--- src/rtl/npad_pkg.sv ---
// ----------------------------------------------------------------------------
// npad_pkg
// Shared widths, codes and controller/datapath bundles for the
// nearest-point actuator dispatch block.
// ----------------------------------------------------------------------------
`default_nettype none

package npad_pkg;

    localparam int ENTRIES_DEF    = 32;
    localparam int COORD_BITS_DEF = 8;
    localparam int LEVEL_BITS_DEF = 16;

    localparam int SLOT_W  = 5;
    localparam int POS_W   = 8;
    localparam int LVL_W   = 16;
    localparam int DIST_W  = 17;

    localparam logic [DIST_W-1:0] DIST_MAX = 17'h1FFFF;

    localparam logic OP_LOAD   = 1'b0;
    localparam logic OP_EFFECT = 1'b1;

    localparam logic KIND_LOAD   = 1'b0;
    localparam logic KIND_EFFECT = 1'b1;

    typedef struct packed {
        logic load;       // write table slot from the accepted item
        logic start;      // latch target, clear tracker, rewind address
        logic step;       // read one slot this cycle
        logic out_load;   // load the result register
        logic out_effect; // result register takes the effect outcome
    } t_cmd;

    typedef struct packed {
        logic addr_last;
        logic pipe_empty;
    } t_sts;

endpackage

`default_nettype wire

--- src/rtl/npad_ifs.sv ---
// ----------------------------------------------------------------------------
// npad item and result channels
// Valid/ready channels carrying the input item and the result item.
// ----------------------------------------------------------------------------
`default_nettype none

interface npad_item_if;
    logic                        valid;
    logic                        ready;
    logic                        opcode;
    logic [npad_pkg::SLOT_W-1:0] slot;
    logic                        slot_enable;
    logic [npad_pkg::POS_W-1:0]  pos_x;
    logic [npad_pkg::POS_W-1:0]  pos_y;
    logic [npad_pkg::LVL_W-1:0]  level;

    modport source (output valid, opcode, slot, slot_enable, pos_x, pos_y, level,
                    input ready);
    modport sink   (input valid, opcode, slot, slot_enable, pos_x, pos_y, level,
                    output ready);
endinterface

interface npad_result_if;
    logic                        valid;
    logic                        ready;
    logic                        kind;
    logic                        served;
    logic                        exact_hit;
    logic [npad_pkg::SLOT_W-1:0] chosen_slot;
    logic [npad_pkg::LVL_W-1:0]  drive_level;
    logic [npad_pkg::DIST_W-1:0] distance_sq;

    modport source (output valid, kind, served, exact_hit, chosen_slot, drive_level,
                    distance_sq, input ready);
    modport sink   (input valid, kind, served, exact_hit, chosen_slot, drive_level,
                    distance_sq, output ready);
endinterface

`default_nettype wire

--- src/rtl/npad_ctrl.sv ---
// ----------------------------------------------------------------------------
// npad_ctrl
// Sequencer: accepts an item, runs the table scan for effects, and hands
// the result to the output register.
// ----------------------------------------------------------------------------
`default_nettype none

module npad_ctrl (
    input  wire logic          i_clk,
    input  wire logic          i_rst_n,
    input  wire logic          i_in_valid,
    input  wire logic          i_in_op,
    output logic               o_in_ready,
    input  wire logic          i_out_ready,
    output logic               o_out_valid,
    output npad_pkg::t_cmd     o_cmd,
    input  wire npad_pkg::t_sts i_sts
);

    typedef enum logic [2:0] {
        S_IDLE,
        S_SCAN,
        S_DRAIN,
        S_LRES,
        S_ERES
    } t_state;

    t_state r_state, n_state;
    logic   r_out_valid, n_out_valid;
    logic   accept;
    logic   out_free;

    assign o_in_ready  = (r_state == S_IDLE);
    assign accept      = i_in_valid && o_in_ready;
    assign out_free    = !r_out_valid || i_out_ready;
    assign o_out_valid = r_out_valid;

    always_comb begin
        n_state     = r_state;
        o_cmd       = '0;
        n_out_valid = r_out_valid && !i_out_ready;
        case (r_state)
            S_IDLE: begin
                if (accept) begin
                    if (i_in_op == npad_pkg::OP_LOAD) begin
                        o_cmd.load = 1'b1;
                        n_state    = S_LRES;
                    end else begin
                        o_cmd.start = 1'b1;
                        n_state     = S_SCAN;
                    end
                end
            end
            S_SCAN: begin
                o_cmd.step = 1'b1;
                if (i_sts.addr_last) begin
                    n_state = S_DRAIN;
                end
            end
            S_DRAIN: begin
                if (i_sts.pipe_empty) begin
                    n_state = S_ERES;
                end
            end
            S_LRES, S_ERES: begin
                if (out_free) begin
                    o_cmd.out_load   = 1'b1;
                    o_cmd.out_effect = (r_state == S_ERES);
                    n_out_valid      = 1'b1;
                    n_state          = S_IDLE;
                end
            end
            default: begin
                n_state = S_IDLE;
            end
        endcase
    end

    always_ff @(posedge i_clk) begin
        if (!i_rst_n) begin
            r_state     <= S_IDLE;
            r_out_valid <= 1'b0;
        end else begin
            r_state     <= n_state;
            r_out_valid <= n_out_valid;
        end
    end

endmodule

`default_nettype wire

--- src/rtl/npad_dp.sv ---
// ----------------------------------------------------------------------------
// npad_dp
// Datapath: position tables, valid bits, level store, scan pipeline with
// nearest-point tracker, and the result register.
// ----------------------------------------------------------------------------
`default_nettype none

module npad_dp #(
    parameter int ENTRIES    = npad_pkg::ENTRIES_DEF,
    parameter int COORD_BITS = npad_pkg::COORD_BITS_DEF,
    parameter int LEVEL_BITS = npad_pkg::LEVEL_BITS_DEF
) (
    input  wire logic                         i_clk,
    input  wire logic                         i_rst_n,
    input  wire npad_pkg::t_cmd               i_cmd,
    output npad_pkg::t_sts                    o_sts,
    input  wire logic                         i_cfg_we,
    input  wire logic                         i_cfg_data,
    input  wire logic [npad_pkg::SLOT_W-1:0]  i_slot,
    input  wire logic                         i_slot_enable,
    input  wire logic [npad_pkg::POS_W-1:0]   i_pos_x,
    input  wire logic [npad_pkg::POS_W-1:0]   i_pos_y,
    input  wire logic [npad_pkg::LVL_W-1:0]   i_level,
    output logic                              o_kind,
    output logic                              o_served,
    output logic                              o_exact_hit,
    output logic [npad_pkg::SLOT_W-1:0]       o_chosen_slot,
    output logic [npad_pkg::LVL_W-1:0]        o_drive_level,
    output logic [npad_pkg::DIST_W-1:0]       o_distance_sq
);

    localparam int IDX_W = (ENTRIES > 1) ? $clog2(ENTRIES) : 1;
    localparam int SQ_W  = 2 * COORD_BITS;
    localparam int DW    = SQ_W + 1;
    localparam int KEY_W = DW + 2 * COORD_BITS;
    localparam int EXT_W = DW + npad_pkg::DIST_W;

    localparam logic [IDX_W-1:0] IDX_LAST = IDX_W'(ENTRIES - 1);

    // storage
    logic [COORD_BITS-1:0] r_xmem [ENTRIES];
    logic [COORD_BITS-1:0] r_ymem [ENTRIES];
    logic [LEVEL_BITS-1:0] r_lvlmem [ENTRIES];
    logic [ENTRIES-1:0]    r_valid;
    logic                  r_closest;

    // item latches
    logic [COORD_BITS-1:0] r_tx, r_ty;
    logic [LEVEL_BITS-1:0] r_lvl;
    logic [IDX_W-1:0]      r_addr;
    logic [npad_pkg::SLOT_W-1:0] r_ld_slot;

    // scan pipeline
    logic                  r_a_vld, r_a_en;
    logic [IDX_W-1:0]      r_a_idx;
    logic [COORD_BITS-1:0] r_a_x, r_a_y;
    logic                  r_b_vld, r_b_en;
    logic [IDX_W-1:0]      r_b_idx;
    logic [COORD_BITS-1:0] r_b_x, r_b_y;
    logic [SQ_W-1:0]       r_b_sqx, r_b_sqy;

    // tracker
    logic                  r_found;
    logic [KEY_W-1:0]      r_best_key;
    logic [IDX_W-1:0]      r_best_idx;

    logic [COORD_BITS-1:0] in_x, in_y, dx, dy;
    logic [DW-1:0]         cand_d, best_d;
    logic [KEY_W-1:0]      cand_key;
    logic                  in_range;
    logic [IDX_W-1:0]      ld_idx;
    logic                  served, exact;
    logic [EXT_W-1:0]      d_ext;
    logic [npad_pkg::DIST_W-1:0] d_sat;

    assign in_x     = COORD_BITS'(i_pos_x);
    assign in_y     = COORD_BITS'(i_pos_y);
    assign in_range = (32'(i_slot) < 32'(ENTRIES));
    assign ld_idx   = IDX_W'(i_slot);

    assign o_sts.addr_last  = (r_addr == IDX_LAST);
    assign o_sts.pipe_empty = !r_a_vld && !r_b_vld;

    always_ff @(posedge i_clk) begin
        if (!i_rst_n) begin
            r_closest <= 1'b1;
        end else if (i_cfg_we) begin
            r_closest <= i_cfg_data;
        end
    end

    always_ff @(posedge i_clk) begin
        if (!i_rst_n) begin
            r_valid <= '0;
        end else if (i_cmd.load && in_range) begin
            r_valid[ld_idx] <= i_slot_enable;
        end
    end

    always_ff @(posedge i_clk) begin
        if (i_cmd.load && in_range) begin
            r_xmem[ld_idx] <= in_x;
            r_ymem[ld_idx] <= in_y;
        end
        if (i_cmd.step) begin
            r_a_x <= r_xmem[r_addr];
            r_a_y <= r_ymem[r_addr];
        end
    end

    always_ff @(posedge i_clk) begin
        if (i_cmd.load && in_range) begin
            r_lvlmem[ld_idx] <= '0;
        end else if (i_cmd.out_load && i_cmd.out_effect && served) begin
            r_lvlmem[r_best_idx] <= r_lvl;
        end
    end

    always_ff @(posedge i_clk) begin
        if (i_cmd.load) begin
            r_ld_slot <= i_slot;
        end
        if (i_cmd.start) begin
            r_tx   <= in_x;
            r_ty   <= in_y;
            r_lvl  <= LEVEL_BITS'(i_level);
            r_addr <= '0;
        end else if (i_cmd.step) begin
            r_addr <= r_addr + IDX_W'(1);
        end
        if (i_cmd.step) begin
            r_a_idx <= r_addr;
            r_a_en  <= r_valid[r_addr];
        end
    end

    // stage B: absolute differences and squares
    assign dx = (r_a_x > r_tx) ? (r_a_x - r_tx) : (r_tx - r_a_x);
    assign dy = (r_a_y > r_ty) ? (r_a_y - r_ty) : (r_ty - r_a_y);

    always_ff @(posedge i_clk) begin
        r_b_sqx <= SQ_W'(dx) * SQ_W'(dx);
        r_b_sqy <= SQ_W'(dy) * SQ_W'(dy);
        r_b_x   <= r_a_x;
        r_b_y   <= r_a_y;
        r_b_idx <= r_a_idx;
        r_b_en  <= r_a_en;
    end

    always_ff @(posedge i_clk) begin
        if (!i_rst_n) begin
            r_a_vld <= 1'b0;
            r_b_vld <= 1'b0;
        end else begin
            r_a_vld <= i_cmd.step;
            r_b_vld <= r_a_vld;
        end
    end

    // tracker: key orders by distance, then x, then y; ties keep the earlier slot
    assign cand_d   = DW'(r_b_sqx) + DW'(r_b_sqy);
    assign cand_key = {cand_d, r_b_x, r_b_y};

    always_ff @(posedge i_clk) begin
        if (!i_rst_n) begin
            r_found <= 1'b0;
        end else if (i_cmd.start) begin
            r_found <= 1'b0;
        end else if (r_b_vld && r_b_en && (!r_found || cand_key < r_best_key)) begin
            r_found <= 1'b1;
        end
    end

    always_ff @(posedge i_clk) begin
        if (r_b_vld && r_b_en && (!r_found || cand_key < r_best_key)) begin
            r_best_key <= cand_key;
            r_best_idx <= r_b_idx;
        end
    end

    assign best_d = r_best_key[KEY_W-1 -: DW];
    assign exact  = r_found && (best_d == '0);
    assign served = r_found && (r_closest || exact);
    assign d_ext  = EXT_W'(best_d);
    assign d_sat  = (d_ext > EXT_W'(npad_pkg::DIST_MAX)) ? npad_pkg::DIST_MAX
                                                         : npad_pkg::DIST_W'(d_ext);

    always_ff @(posedge i_clk) begin
        if (i_cmd.out_load) begin
            if (i_cmd.out_effect) begin
                o_kind        <= npad_pkg::KIND_EFFECT;
                o_served      <= served;
                o_exact_hit   <= served && exact;
                o_chosen_slot <= served ? npad_pkg::SLOT_W'(r_best_idx) : '0;
                o_drive_level <= served ? npad_pkg::LVL_W'(r_lvl) : '0;
                o_distance_sq <= (served && !exact) ? d_sat : '0;
            end else begin
                o_kind        <= npad_pkg::KIND_LOAD;
                o_served      <= 1'b0;
                o_exact_hit   <= 1'b0;
                o_chosen_slot <= r_ld_slot;
                o_drive_level <= '0;
                o_distance_sq <= '0;
            end
        end
    end

endmodule

`default_nettype wire

--- src/rtl/nearest_point_actuator_dispatch.sv ---
// ----------------------------------------------------------------------------
// nearest_point_actuator_dispatch
// Actuator position table with exact-match or nearest-point effect dispatch.
// ----------------------------------------------------------------------------
// One item is processed at a time. A load item writes its slot when it is
// accepted and then reaches the result register once that register is free;
// an effect item scans every table slot through the position memory's single
// read port, one slot per cycle, waits for the scan pipeline to drain, and
// then loads its result once the result register is free. That register
// holds each result until it is taken, and the next item is accepted as soon
// as the previous result has been loaded there.
// Slots come up empty after reset; no clearing pass is needed.
`default_nettype none

module nearest_point_actuator_dispatch #(
    parameter int ENTRIES    = npad_pkg::ENTRIES_DEF,
    parameter int COORD_BITS = npad_pkg::COORD_BITS_DEF,
    parameter int LEVEL_BITS = npad_pkg::LEVEL_BITS_DEF
) (
    input  wire logic     i_clk,
    input  wire logic     i_rst_n,
    input  wire logic     i_cfg_we,
    input  wire logic     i_cfg_data,
    npad_item_if.sink     i_item,
    npad_result_if.source o_result
);

    npad_pkg::t_cmd cmd;
    npad_pkg::t_sts sts;

    npad_ctrl u_ctrl (
        .i_clk       (i_clk),
        .i_rst_n     (i_rst_n),
        .i_in_valid  (i_item.valid),
        .i_in_op     (i_item.opcode),
        .o_in_ready  (i_item.ready),
        .i_out_ready (o_result.ready),
        .o_out_valid (o_result.valid),
        .o_cmd       (cmd),
        .i_sts       (sts)
    );

    npad_dp #(
        .ENTRIES    (ENTRIES),
        .COORD_BITS (COORD_BITS),
        .LEVEL_BITS (LEVEL_BITS)
    ) u_dp (
        .i_clk         (i_clk),
        .i_rst_n       (i_rst_n),
        .i_cmd         (cmd),
        .o_sts         (sts),
        .i_cfg_we      (i_cfg_we),
        .i_cfg_data    (i_cfg_data),
        .i_slot        (i_item.slot),
        .i_slot_enable (i_item.slot_enable),
        .i_pos_x       (i_item.pos_x),
        .i_pos_y       (i_item.pos_y),
        .i_level       (i_item.level),
        .o_kind        (o_result.kind),
        .o_served      (o_result.served),
        .o_exact_hit   (o_result.exact_hit),
        .o_chosen_slot (o_result.chosen_slot),
        .o_drive_level (o_result.drive_level),
        .o_distance_sq (o_result.distance_sq)
    );

endmodule

`default_nettype wire
--- src/flat_wrapper.sv ---
// flat-port wrapper written by rule: the top's interface ports become plain ports
module nearest_point_actuator_dispatch_flat 
#(
    parameter int ENTRIES    = npad_pkg::ENTRIES_DEF,
    parameter int COORD_BITS = npad_pkg::COORD_BITS_DEF,
    parameter int LEVEL_BITS = npad_pkg::LEVEL_BITS_DEF
)
  (i_clk, i_rst_n, i_cfg_we, i_cfg_data, i_item_valid, i_item_opcode, i_item_slot, i_item_slot_enable, i_item_pos_x, i_item_pos_y, i_item_level, i_item_ready, o_result_valid, o_result_kind, o_result_served, o_result_exact_hit, o_result_chosen_slot, o_result_drive_level, o_result_distance_sq, o_result_ready);
  npad_item_if i_item_i ();
  npad_result_if o_result_i ();
  input  wire logic i_clk;
  input  wire logic i_rst_n;
  input  wire logic i_cfg_we;
  input  wire logic i_cfg_data;
  input wire logic [$bits(i_item_i.valid)-1:0] i_item_valid;
  input wire logic [$bits(i_item_i.opcode)-1:0] i_item_opcode;
  input wire logic [$bits(i_item_i.slot)-1:0] i_item_slot;
  input wire logic [$bits(i_item_i.slot_enable)-1:0] i_item_slot_enable;
  input wire logic [$bits(i_item_i.pos_x)-1:0] i_item_pos_x;
  input wire logic [$bits(i_item_i.pos_y)-1:0] i_item_pos_y;
  input wire logic [$bits(i_item_i.level)-1:0] i_item_level;
  output wire logic [$bits(i_item_i.ready)-1:0] i_item_ready;
  output wire logic [$bits(o_result_i.valid)-1:0] o_result_valid;
  output wire logic [$bits(o_result_i.kind)-1:0] o_result_kind;
  output wire logic [$bits(o_result_i.served)-1:0] o_result_served;
  output wire logic [$bits(o_result_i.exact_hit)-1:0] o_result_exact_hit;
  output wire logic [$bits(o_result_i.chosen_slot)-1:0] o_result_chosen_slot;
  output wire logic [$bits(o_result_i.drive_level)-1:0] o_result_drive_level;
  output wire logic [$bits(o_result_i.distance_sq)-1:0] o_result_distance_sq;
  input wire logic [$bits(o_result_i.ready)-1:0] o_result_ready;
  assign i_item_i.valid = i_item_valid;
  assign i_item_i.opcode = i_item_opcode;
  assign i_item_i.slot = i_item_slot;
  assign i_item_i.slot_enable = i_item_slot_enable;
  assign i_item_i.pos_x = i_item_pos_x;
  assign i_item_i.pos_y = i_item_pos_y;
  assign i_item_i.level = i_item_level;
  assign i_item_ready = i_item_i.ready;
  assign o_result_valid = o_result_i.valid;
  assign o_result_kind = o_result_i.kind;
  assign o_result_served = o_result_i.served;
  assign o_result_exact_hit = o_result_i.exact_hit;
  assign o_result_chosen_slot = o_result_i.chosen_slot;
  assign o_result_drive_level = o_result_i.drive_level;
  assign o_result_distance_sq = o_result_i.distance_sq;
  assign o_result_i.ready = o_result_ready;
  nearest_point_actuator_dispatch #(.ENTRIES(ENTRIES), .COORD_BITS(COORD_BITS), .LEVEL_BITS(LEVEL_BITS)) u_core (.i_clk(i_clk), .i_rst_n(i_rst_n), .i_cfg_we(i_cfg_we), .i_cfg_data(i_cfg_data), .i_item(i_item_i), .o_result(o_result_i));
endmodule
--- config.mk ---
export PLATFORM = sky130hd
export DESIGN_NAME = nearest_point_actuator_dispatch_flat
export DESIGN_NICKNAME = d
export VERILOG_FILES = /design/src/rtl/npad_pkg.sv /design/src/rtl/npad_ifs.sv /design/src/rtl/npad_ctrl.sv /design/src/rtl/npad_dp.sv /design/src/rtl/nearest_point_actuator_dispatch.sv /design/src/flat_wrapper.sv
export SDC_FILE = /design/constraint.sdc
export NUM_CORES = 1
export LEC_CHECK = 0
export BUFFER_PORTS_ARGS = -buffer_cell sky130_fd_sc_hd__buf_4
export CORE_ASPECT_RATIO = 2
export CORE_MARGIN = 4
export CORE_UTILIZATION = 40
export CTS_BUF_LIST = sky130_fd_sc_hd__clkbuf_2
export CTS_CLUSTER_SIZE = 28
export DETAILED_ROUTE_END_ITERATION = 6
export GPL_ROUTABILITY_DRIVEN = 0
export GPL_TIMING_DRIVEN = 0
export SLEW_MARGIN = 5
export SYNTH_ARGS = -nofsm -noshare
export SYNTH_HDL_FRONTEND = slang
export SYNTH_SLANG_ARGS = --single-unit
--- constraint.sdc ---
create_clock -name i_clk -period 6.7 [get_ports i_clk]
set_clock_uncertainty 0.2 [all_clocks]
set_input_delay 0 -clock i_clk [delete_from_list [all_inputs] [get_ports i_clk]]
set_output_delay 0 -clock i_clk [all_outputs]
set_load 0.005 [all_outputs]
# After elaboration in Yosys (flattened, before gate mapping)
# Memories as Yosys holds them, arrays and structs flattened. A register that Yosys moved wholly into a read port is not among the register bits.
# Index checks and enable logic that the tools add are counted.
dict set report totals {
  reg_bits 221
  ram_bits 512
  input_bits 45
  out_inout_bits 43
  word_cells 109
  memories 2
}
dict set report op_classes {
  addsub 6
  n_mul 2
  order_cmp 7
  n_eq_ne 9
  muxes 28
  bitwise_logic 1
  reduce_logical 26
}
# memory depth width read_ports rd_ports_with_merged_regs write_ports line_no
set memory_table {}
lappend memory_table {u_core.u_dp.r_xmem 32 8 1 1 1 npad_dp.sv:41} ;# logic [COORD_BITS-1:0] r_xmem [ENTRIES];
lappend memory_table {u_core.u_dp.r_ymem 32 8 1 1 1 npad_dp.sv:42} ;# logic [COORD_BITS-1:0] r_ymem [ENTRIES];
# op count
set ops {}
lappend ops {{33-bit < comparator} 1}
lappend ops {{32-bit bitwise mux} 1}
lappend ops {{8-bit by 8-bit multiplier with 16-bit output} 2}
lappend ops {{8-bit subtractor} 4}
lappend ops {{16-bit by 16-bit adder with 17-bit output} 1}
lappend ops {{17-bit greater-than comparator (second input constant)} 1}
lappend ops {{17-bit logical NOT} 1}
lappend ops {{17-bit 2-to-1 mux} 1}
lappend ops {{8-bit greater-than comparator} 2}
lappend ops {{8-bit 2-to-1 mux} 2}
lappend ops {{5-bit by 6-bit < comparator with 1-bit output (second input constant)} 2}
lappend ops {{3-bit 2-to-1 mux} 4}
lappend ops {{3-bit case mux with 4 select lines} 1}
lappend ops {{1-bit logical AND} 10}
lappend ops {{1-bit 2-to-1 mux} 10}
lappend ops {{2-bit 2-to-1 mux} 5}
lappend ops {{5-bit 2-to-1 mux} 2}
lappend ops {{3-bit by 2-bit == test with 1-bit output (second input constant)} 2}
lappend ops {{1-bit logical NOT} 6}
lappend ops {{2-bit by 1-bit inequality test with 1-bit output (second input constant)} 3}
lappend ops {{5-bit by 1-bit adder with 5-bit output (second input constant)} 1}
lappend ops {{1-bit binary-select mux with 5-bit select} 1}
lappend ops {{1-bit demux with 5-bit select} 1}
lappend ops {{5-bit == test (second input constant)} 1}
lappend ops {{other kinds (10)} 14}

# Depth between registers and ports, before layout
# Gate-level depths: netlist (run 1).
dict set report depth {
  depth_word 6
  mapped_depth 30
  depth_no_buf 29
}

# By module
# Synthesis (run 1) repeated with hierarchy kept, for this count alone.
dict set report hier_totals {
  hier_cells 1986
  area_unflattened_um2 33059.2
}
# module n_inst cells_each area_per_inst_um2 seq_area_each_um2
set by_module_without_submodules {}
lappend by_module_without_submodules {npad_dp 1 1954 32775.2 21380.5}
lappend by_module_without_submodules {npad_ctrl 1 32 284.0 80.1}

# Worst setup path before layout (run 1)
# Ideal clock, no wire load.
dict set report synth_path {
  path_kind {flip-flop to flip-flop}
  from {register u_core.u_dp.r_a_x[0], read port of u_core.u_dp.r_xmem}
  to {register u_core.u_dp.r_b_sqx[15]}
  setup_time_ns 0.129
  arrival_time_ns 6.152
  required_time_ns 6.371
  setup_slack_ns 0.219
  path_stages_with_launch 28
  path_buffers 1
  synth_period_minus_slack_ns 6.481
  path_cell_list {edfxtp_1 -> inv_1 -> ha_1 -> inv_1 -> fa_1 -> nand3_1 -> a21oi_1 -> o22ai_1 -> buf_2 -> mux2i_1 -> xnor2_1 -> inv_1 -> nand2_1 -> inv_1 -> fa_1 -> fa_1 -> inv_1 -> fa_1 -> fa_1 -> inv_1 -> ha_1 -> nor3_1 -> nor2_1 -> a31oi_1 -> nor2b_1 -> o21a_1 -> o41ai_2 -> xnor3_1}
}
dict set report synth_between {
  elab_chain_cells 3
  word_cells_on_any_way 5
  cone_classes {add/sub: 2; mul: 1; order compare: 1; mux: 1}
}
# element line_no
set synth_rtl {}
lappend synth_rtl {{start: declaration} npad_dp.sv:56} ;# logic [COORD_BITS-1:0] r_a_x, r_a_y;
lappend synth_rtl {{8-bit subtractor / 8-bit greater-than comparator (equally long branches)} npad_dp.sv:138} ;# assign dx = (r_a_x > r_tx) ? (r_a_x - r_tx) : (r_tx - r_a_x);
lappend synth_rtl {{8-bit 2-to-1 mux *} npad_dp.sv:138}
lappend synth_rtl {{8-bit by 8-bit multiplier with 16-bit output *} npad_dp.sv:142} ;# r_b_sqx <= SQ_W'(dx) * SQ_W'(dx);
lappend synth_rtl {{end signal: assignment} npad_dp.sv:142}
lappend synth_rtl {{end: declaration} npad_dp.sv:60} ;# logic [SQ_W-1:0] r_b_sqx, r_b_sqy;
# Every way passes the cells marked *; elsewhere a longest branch is shown, timed or not.
# A chain may end at the register's enable or synchronous reset.

# Worst setup path after layout (run 1)
# Ends and elaborated chain as after synthesis.

==> results.yml, run 1 <==
critical_path:
  worstPathRequired_ns: 7.62
  end_kind: "flip-flop"
  critical_path_buf_inv_count: 9
  worstPathArrival_ns: 7.40
  slowest_delay_ns: 0.55
  cp-start-kind: "flip-flop"
  worstSetupPathType: "flip-flop to flip-flop"
  crit_slowest_cell: "fa_1"
  cp_top_family: "adder cells"
  path_max_fanout: 4
clocking:
  clkSinkCount: 747
  cts_inserted_buffers: 165
  clockBufferDepth: 3
  htree_levels: 4
  cts-root-buf: "clkbuf_2"
  cts_tree: "yes"
  clk-insertion-delay-late_ns: 1.30
  clk_pin_slew_ns: 0.11
floorplan:
  die-area_sq_um: 87390
  chipWidth_um: 211.1
  row_count: 148
  io_pins: 88
  core_area_sq_um: 81660
  dieHeight_um: 414.1
  initial_core_util_pct: 40.39
sta:
  drv_slew: 0
  finalSetupTns_ns: 0
  layout_min_cycle_time_ns: 6.479
  fmax_mhz: 154.3
  period_share_pct: 96.70
  finalSetupViolations: 0
  worst_slack_ns: 0.2210
  worstMarginPinSlew_ns: 1.134
  slew_headroom_pct: 24.17
  hold_viol_final: 0
global_routing:
  grt_pass1_vias: 20994
  grt-ovfl-total: 0
  grt_pass1_wl_mm: 123.7
  antenna_found_initial: 2
  grt_use_total_pct: 18.88
  grt_max_degree: 34
synth:
  yosysMostFrequentCell: "edfxtp_1"
  seq_area_frac_synth_pct: 65.07
  ys_top_cells_by_count: "edfxtp_1, inv_1, mux4_2, ha_1, nor2_1"
  synthCells: 2005
  synth_edf_count: 650
  ys_types: 70
  yosys-top-cells-area: "edfxtp_1, mux4_2, dfxtp_1"
  yosys.area.top_type: "edfxtp_1"
  synth_seq_cells: 747
  synth.cell_area_sq_um: 32980
  ys.warnings.count: 0
  ys.flop_type: "edfxtp_1"
  syn_avg_cell_area_sq_um: 16.45
  yosysTopAreaCellShare_pct: 59.18
  async_reset_ff_share_pct: 0
placed_design:
  portBuffers: 87
  dp_hpwl_mm: 59.37
  place_ws_ns: -0.9086
power_and_ir_drop:
  power_density_nw_per_um2: 541.0
  leakage_nw: 14.54
  peakVddDrop_v: 0.0005928
finish:
  area_delta_synth_final_pct: 19.49
  nFillCells: 6901
  nets: 2721
  register_area_sq_um: 21460
  multiInputGateArea_sq_um: 11060
  final_layout_size_suffix_gt1_share_pct: 29.52
drt:
  wl_per_cell_um: 22.54
  postRouteAntennaNets: 0
  drt_iter0_drc: 1163
  drt_wl_total_mm: 82.64
  via_count: 19071
  viasPerCell: 5.202
  post-route-drc-count: 0
  drtPass1Iterations: 5
run:
  drv_cap: 0
status:
  status: "finished, final reports clean"
worst_hold_path:
  worst_hold_path_type: "flip-flop to flip-flop"
placed cells by master (no fill, tap or decap), types with 7 or more instances in the layout:
master,instances
nor2_1,91
clkinv_2,7
a21o_1,37
buf_8,32
buf_12,15
nand3b_1,7
xor2_1,11
dlygate4sd3_1,129
nor2b_1,13
nand2_1,59
buf_4,133
a21oi_1,68
nand4_1,13
edfxtp_1,650
nor3_1,19
nor2_2,36
clkbuf_2,243
nand2b_1,10
buf_2,17
ha_1,133
nand3_1,11
inv_2,16
o21ai_0,47
or2_2,9
mux4_2,170
fa_1,52
mux2_2,17
inv_1,165
and2_1,36
clkinv_1,37
xnor2_1,38
clkbuf_1,43
dfxtp_1,97
flip-flops by register name, indices dropped and copies added (netlist names), 5 cells and up:
register / cells
u_core.u_dp.r_xmem: 256
u_core.u_dp.r_ymem: 256
u_core.u_dp.r_best_key: 33
u_core.u_dp.r_valid: 32
u_core.u_dp.o_distance_sq: 17
u_core.u_dp.o_drive_level: 16
u_core.u_dp.r_lvl: 16
u_core.u_dp.r_b_sqx: 15
u_core.u_dp.r_b_sqy: 15
u_core.u_dp.r_a_x: 8
u_core.u_dp.r_a_y: 8
u_core.u_dp.r_b_x: 8
u_core.u_dp.r_b_y: 8
u_core.u_dp.r_tx: 8
u_core.u_dp.r_ty: 8
u_core.u_dp.o_chosen_slot: 5
u_core.u_dp.r_a_idx: 5
u_core.u_dp.r_addr: 5
u_core.u_dp.r_b_idx: 5
u_core.u_dp.r_best_idx: 5
u_core.u_dp.r_ld_slot: 5
stage by stage:
step | instance area [sq um] | power (W) | utilization [%] | cells | hold slack [ns]
floorplan | 32990 | 0.01464 | - | 2006 | -0.1381
global placement | 34950 | 0.01693 | 42.80 | 3143 | -0.01834
detailed placement | 35610 | 0.01726 | 43.60 | 3180 | -0.02043
CTS | 38880 | 0.02068 | 47.61 | 3633 | 0.01240
global route | 39410 | 0.02325 | 48.26 | 3666 | 0.07450
finish | 39410 | 0.02132 | 48.26 | 3666 | 0.1410
power by group:
| part | internal (W) | switching (W) | total [W] |
|---|---|---|---|
| clock network | 0.00105 | 0.00179 | 0.00284 |
| registers | 0.00552 | 0.000148 | 0.00566 |
| logic | 0.00608 | 0.00674 | 0.0128 |
per-layer routing:
layer  global-route usage, %  wire length [um]  up-vias
met1                   17.07             25490     9709
met5                       0                 0        -
met2                   38.37             50010      531
li1                        -                 -     8640
met3                   3.366              2901      191
met4                   9.623              4241        0
worst reg2reg max path, delay by kind of cell (launching register included):
kind                     cells  cell delay [ns]
AO/OA/AOI/OAI                6             1.01
XOR/XNOR                     2             0.41
buffers and inverters        9             0.80
flip-flops                   1             0.47
AND/OR/NAND/NOR              6             0.60
adder cells (fa/ha/maj)      7             2.86
layout make-up:
class	count	share of cell area (%)
well taps	1050	3.333
clock inverters	58	0.7746
repair buffers	309	7.810
plain buffers	72	0.8064
inverters	176	1.683
clock buffers	240	3.048
flip-flops and latches	747	54.45
multi-input cells	1010	28.07
diodes	4	0.02540
path summary, 6_finish.rpt:
check                  startpoint                      end  slack (ns)  cells after the start
max reg2reg  u_core.u_dp.r_a_x[0]  u_core.u_dp.r_b_sqx[15]        0.22                     30
max          u_core.u_dp.r_a_x[0]  u_core.u_dp.r_b_sqx[15]        0.22                     30
min            u_core.u_dp.r_a_en       u_core.u_dp.r_b_en        0.14                      0
min reg2reg    u_core.u_dp.r_a_en       u_core.u_dp.r_b_en        0.14                      0
kinds of logic after synthesis:
| family | count (synthesis) | share of synthesized area, % |
|---|---|---|
| xor+xnor | 58 | 1.673 |
| other cells | 1 | 0.01137 |
| fa+ha+maj | 195 | 8.649 |
| mux | 200 | 12.58 |
| compound gates | 219 | 4.207 |
| buf+inv | 250 | 2.929 |
| simple gates | 335 | 4.882 |
| flops | 747 | 65.07 |
repair_timing:
item                                     CTS  global route
resized for setup                         33            60
endpoints found under the setup margin    10             7
gates cloned                               1             1
endpoints found under the hold margin   1196             0
buffers inserted                          16            28
pin swaps                                 14            38
hold buffers                             140             0
Power figures use the tool's default switching activity.
==> run 2, diff against run 1 <==
- clock period: 6.7 -> 7.95 ns (I/O delays scaled with it)
==> run 2 against run 1 <==
  * Die area is the same
  * Sequential power is 16% lower
  * Clock-buffer cell count stayed put
  * Non-clock buffer count shrank 43
  * Via count fell by 1.5%
  * Worst setup slack improved by 0.29 ns
==> results.yml, run 2 (same netlist as run 1, synthesis figures left out) <==
floorplan:
  dieHeight_um: 414.1
  io_pins: 88
  core_area_sq_um: 81660
  chipWidth_um: 211.1
  row_count: 148
  initial_core_util_pct: 40.39
  die-area_sq_um: 87390
finish:
  register_area_sq_um: 21460
  top_regs: "u_core.u_dp.r_xmem (256), u_core.u_dp.r_ymem (256), u_core.u_dp.r_best_key (33)"
  nets: 2677
  nFillCells: 6990
  stdcell_area_sq_um: 38650
  multiInputGateArea_sq_um: 10670
  final_layout_size_suffix_gt1_share_pct: 26.05
  fin_cells: 3621
  layout_common_cells: "edfxtp_1, clkbuf_2, inv_1, mux4_2, ha_1"
  area_delta_synth_final_pct: 17.18
  layout_commonest_cell: "edfxtp_1"
power_and_ir_drop:
  seq_power_share_pct: 28.4
  clock_power_share_pct: 14.2
  internal_power_w: 0.009955
  peakVddDrop_v: 0.0004767
  power_density_nw_per_um2: 434.9
  switching_share_pct: 40.77
  combPwrFrac_pct: 57.4
  p_total_w: 0.01681
  p_sw_w: 0.006853
  leakage_nw: 14.29
sta:
  slew_headroom_pct: 20.38
  finalSetupTns_ns: 0
  fmax_mhz: 134.4
  period_share_pct: 93.60
  worstMarginPinSlew_ns: 1.191
  drv_slew: 0
  worst_slack_ns: 0.5085
  layout_min_cycle_time_ns: 7.441
  finalSetupViolations: 0
  grt_setup_unrepaired: "false"
  hold_viol_final: 0
drt:
  drtPass1Iterations: 5
  postRouteAntennaNets: 0
  via_count: 18788
  drt_wl_total_mm: 81.59
  post-route-drc-count: 0
  drt_iter0_drc: 1195
  wl_per_cell_um: 22.53
  viasPerCell: 5.189
critical_path:
  end_kind: "flip-flop"
  worstPathArrival_ns: 8.38
  path_max_fanout: 10
  timing.reg2reg.worst_path_depth: 27
  cp-start-kind: "flip-flop"
  cp_top_family: "adder cells"
  critical_path_buf_inv_count: 7
  critical_path_depth: 27
  worstPathRequired_ns: 8.89
  slowest_delay_ns: 0.56
  crit_top_cell: "inv_1"
  worstSetupPathType: "flip-flop to flip-flop"
  crit_slowest_cell: "fa_1"
placed_design:
  dpl_cell_area_sq_um: 35610
  portBuffers: 87
  dp_hpwl_mm: 59.37
  place_ws_ns: 0.3414
  dp_cells: 3180
worst_hold_path:
  worst_hold_path_type: "flip-flop to flip-flop"
  hold-path-cell-count: 0
run:
  drv_cap: 0
clocking:
  cts_inserted_buffers: 165
  cts-root-buf: "clkbuf_2"
  cts_tree: "yes"
  cts_setup_buffers: 0
  clkSinkCount: 747
  clk_pin_slew_ns: 0.11
  clk-insertion-delay-late_ns: 1.31
  htree_levels: 4
  clockBufferDepth: 3
global_routing:
  grt_pass1_wl_mm: 123.1
  antenna_found_initial: 2
  grt-ovfl-total: 0
  grt_max_degree: 34
  grt_pass1_vias: 20894
  grt_use_total_pct: 18.79
status:
  status: "finished, final reports clean"
## run 2: cell types whose count changed in the layout (fill, tap and decap cells not counted), moves of 5 or more
cell	delta
a21oi_1	+5
inv_2	-8
mux2i_1	+7
buf_4	-44
nor2_1	+6
ha_4	-5
ha_1	+7
inv_1	+9
## run 2: final timing paths
kind | start | endpoint | slack (ns)
min | u_core.u_dp.r_a_en | u_core.u_dp.r_b_en | 0.14
max | u_core.u_dp.r_a_x[0] | u_core.u_dp.r_b_sqx[15] | 0.51
max reg2reg | u_core.u_dp.r_a_x[0] | u_core.u_dp.r_b_sqx[15] | 0.51
min reg2reg | u_core.u_dp.r_a_en | u_core.u_dp.r_b_en | 0.14
## run 2: repair_timing
action	4_1_cts	5_1_grt
hold buffers	140	0
endpoints found under the setup margin	0	1
gates resized for setup	0	2
endpoints found under the hold margin	1196	0
## run 2: metrics by stage
step	utilization, %	hold slack (ns)
2_1_floorplan	-	-0.1381
3_3_place_gp	42.80	-0.01834
3_5_place_dp	43.60	-0.02043
4_1_cts	47.30	0.01240
5_1_grt	47.33	0.08510
6_report	47.33	0.1413
## run 2: metal layers
| metal | global-route usage (%) | part of all wire [%] | vias to the layer above |
|---|---|---|---|
| li1 | - | - | 8542 |
| met1 | 16.98 | 31 | 9545 |
| met2 | 38.17 | 60 | 514 |
| met3 | 3.366 | 3.5 | 187 |
| met4 | 9.634 | 5.3 | 0 |
| met5 | 0 | 0 | - |
## run 2: power groups by stage
stage / Clock, W / Sequential (W) / Combinational, W
after floorplan: 0 / 0.00479 / 0.00754
after global placement: 0 / 0.00487 / 0.00940
after detailed placement: 0 / 0.00487 / 0.00968
after CTS: 0.00248 / 0.00478 / 0.00980
after global routing: 0.00267 / 0.00479 / 0.0110
final: 0.00239 / 0.00477 / 0.00964
## run 2: worst reg2reg max path, cell delays in order, from the launching register on
cell,delay [ns]
edfxtp_1,0.50
inv_1,0.10
ha_1,0.18
inv_1,0.06
fa_1,0.40
nand3_1,0.14
a21oi_1,0.11
o22ai_1,0.26
buf_2,0.31
a21o_1,0.17
xor2_1,0.41
inv_1,0.22
nand2_1,0.17
inv_1,0.07
fa_1,0.48
fa_1,0.56
inv_1,0.06
fa_1,0.50
fa_1,0.54
inv_1,0.04
ha_1,0.34
nor3_1,0.20
nor2_1,0.06
a31oi_1,0.27
nor2b_1,0.08
o21a_1,0.20
o41ai_2,0.28
xnor3_1,0.39
## run 2: area by class of cell
class	count	area share (%)
clock inverters	58	0.7899
well taps	1050	3.399
inverters	176	1.709
plain buffers	74	0.7964
multi-input cells	1009	27.61
clock buffers	240	3.108
diodes	3	0.01942
repair buffers	264	7.038
flip-flops and latches	747	55.53
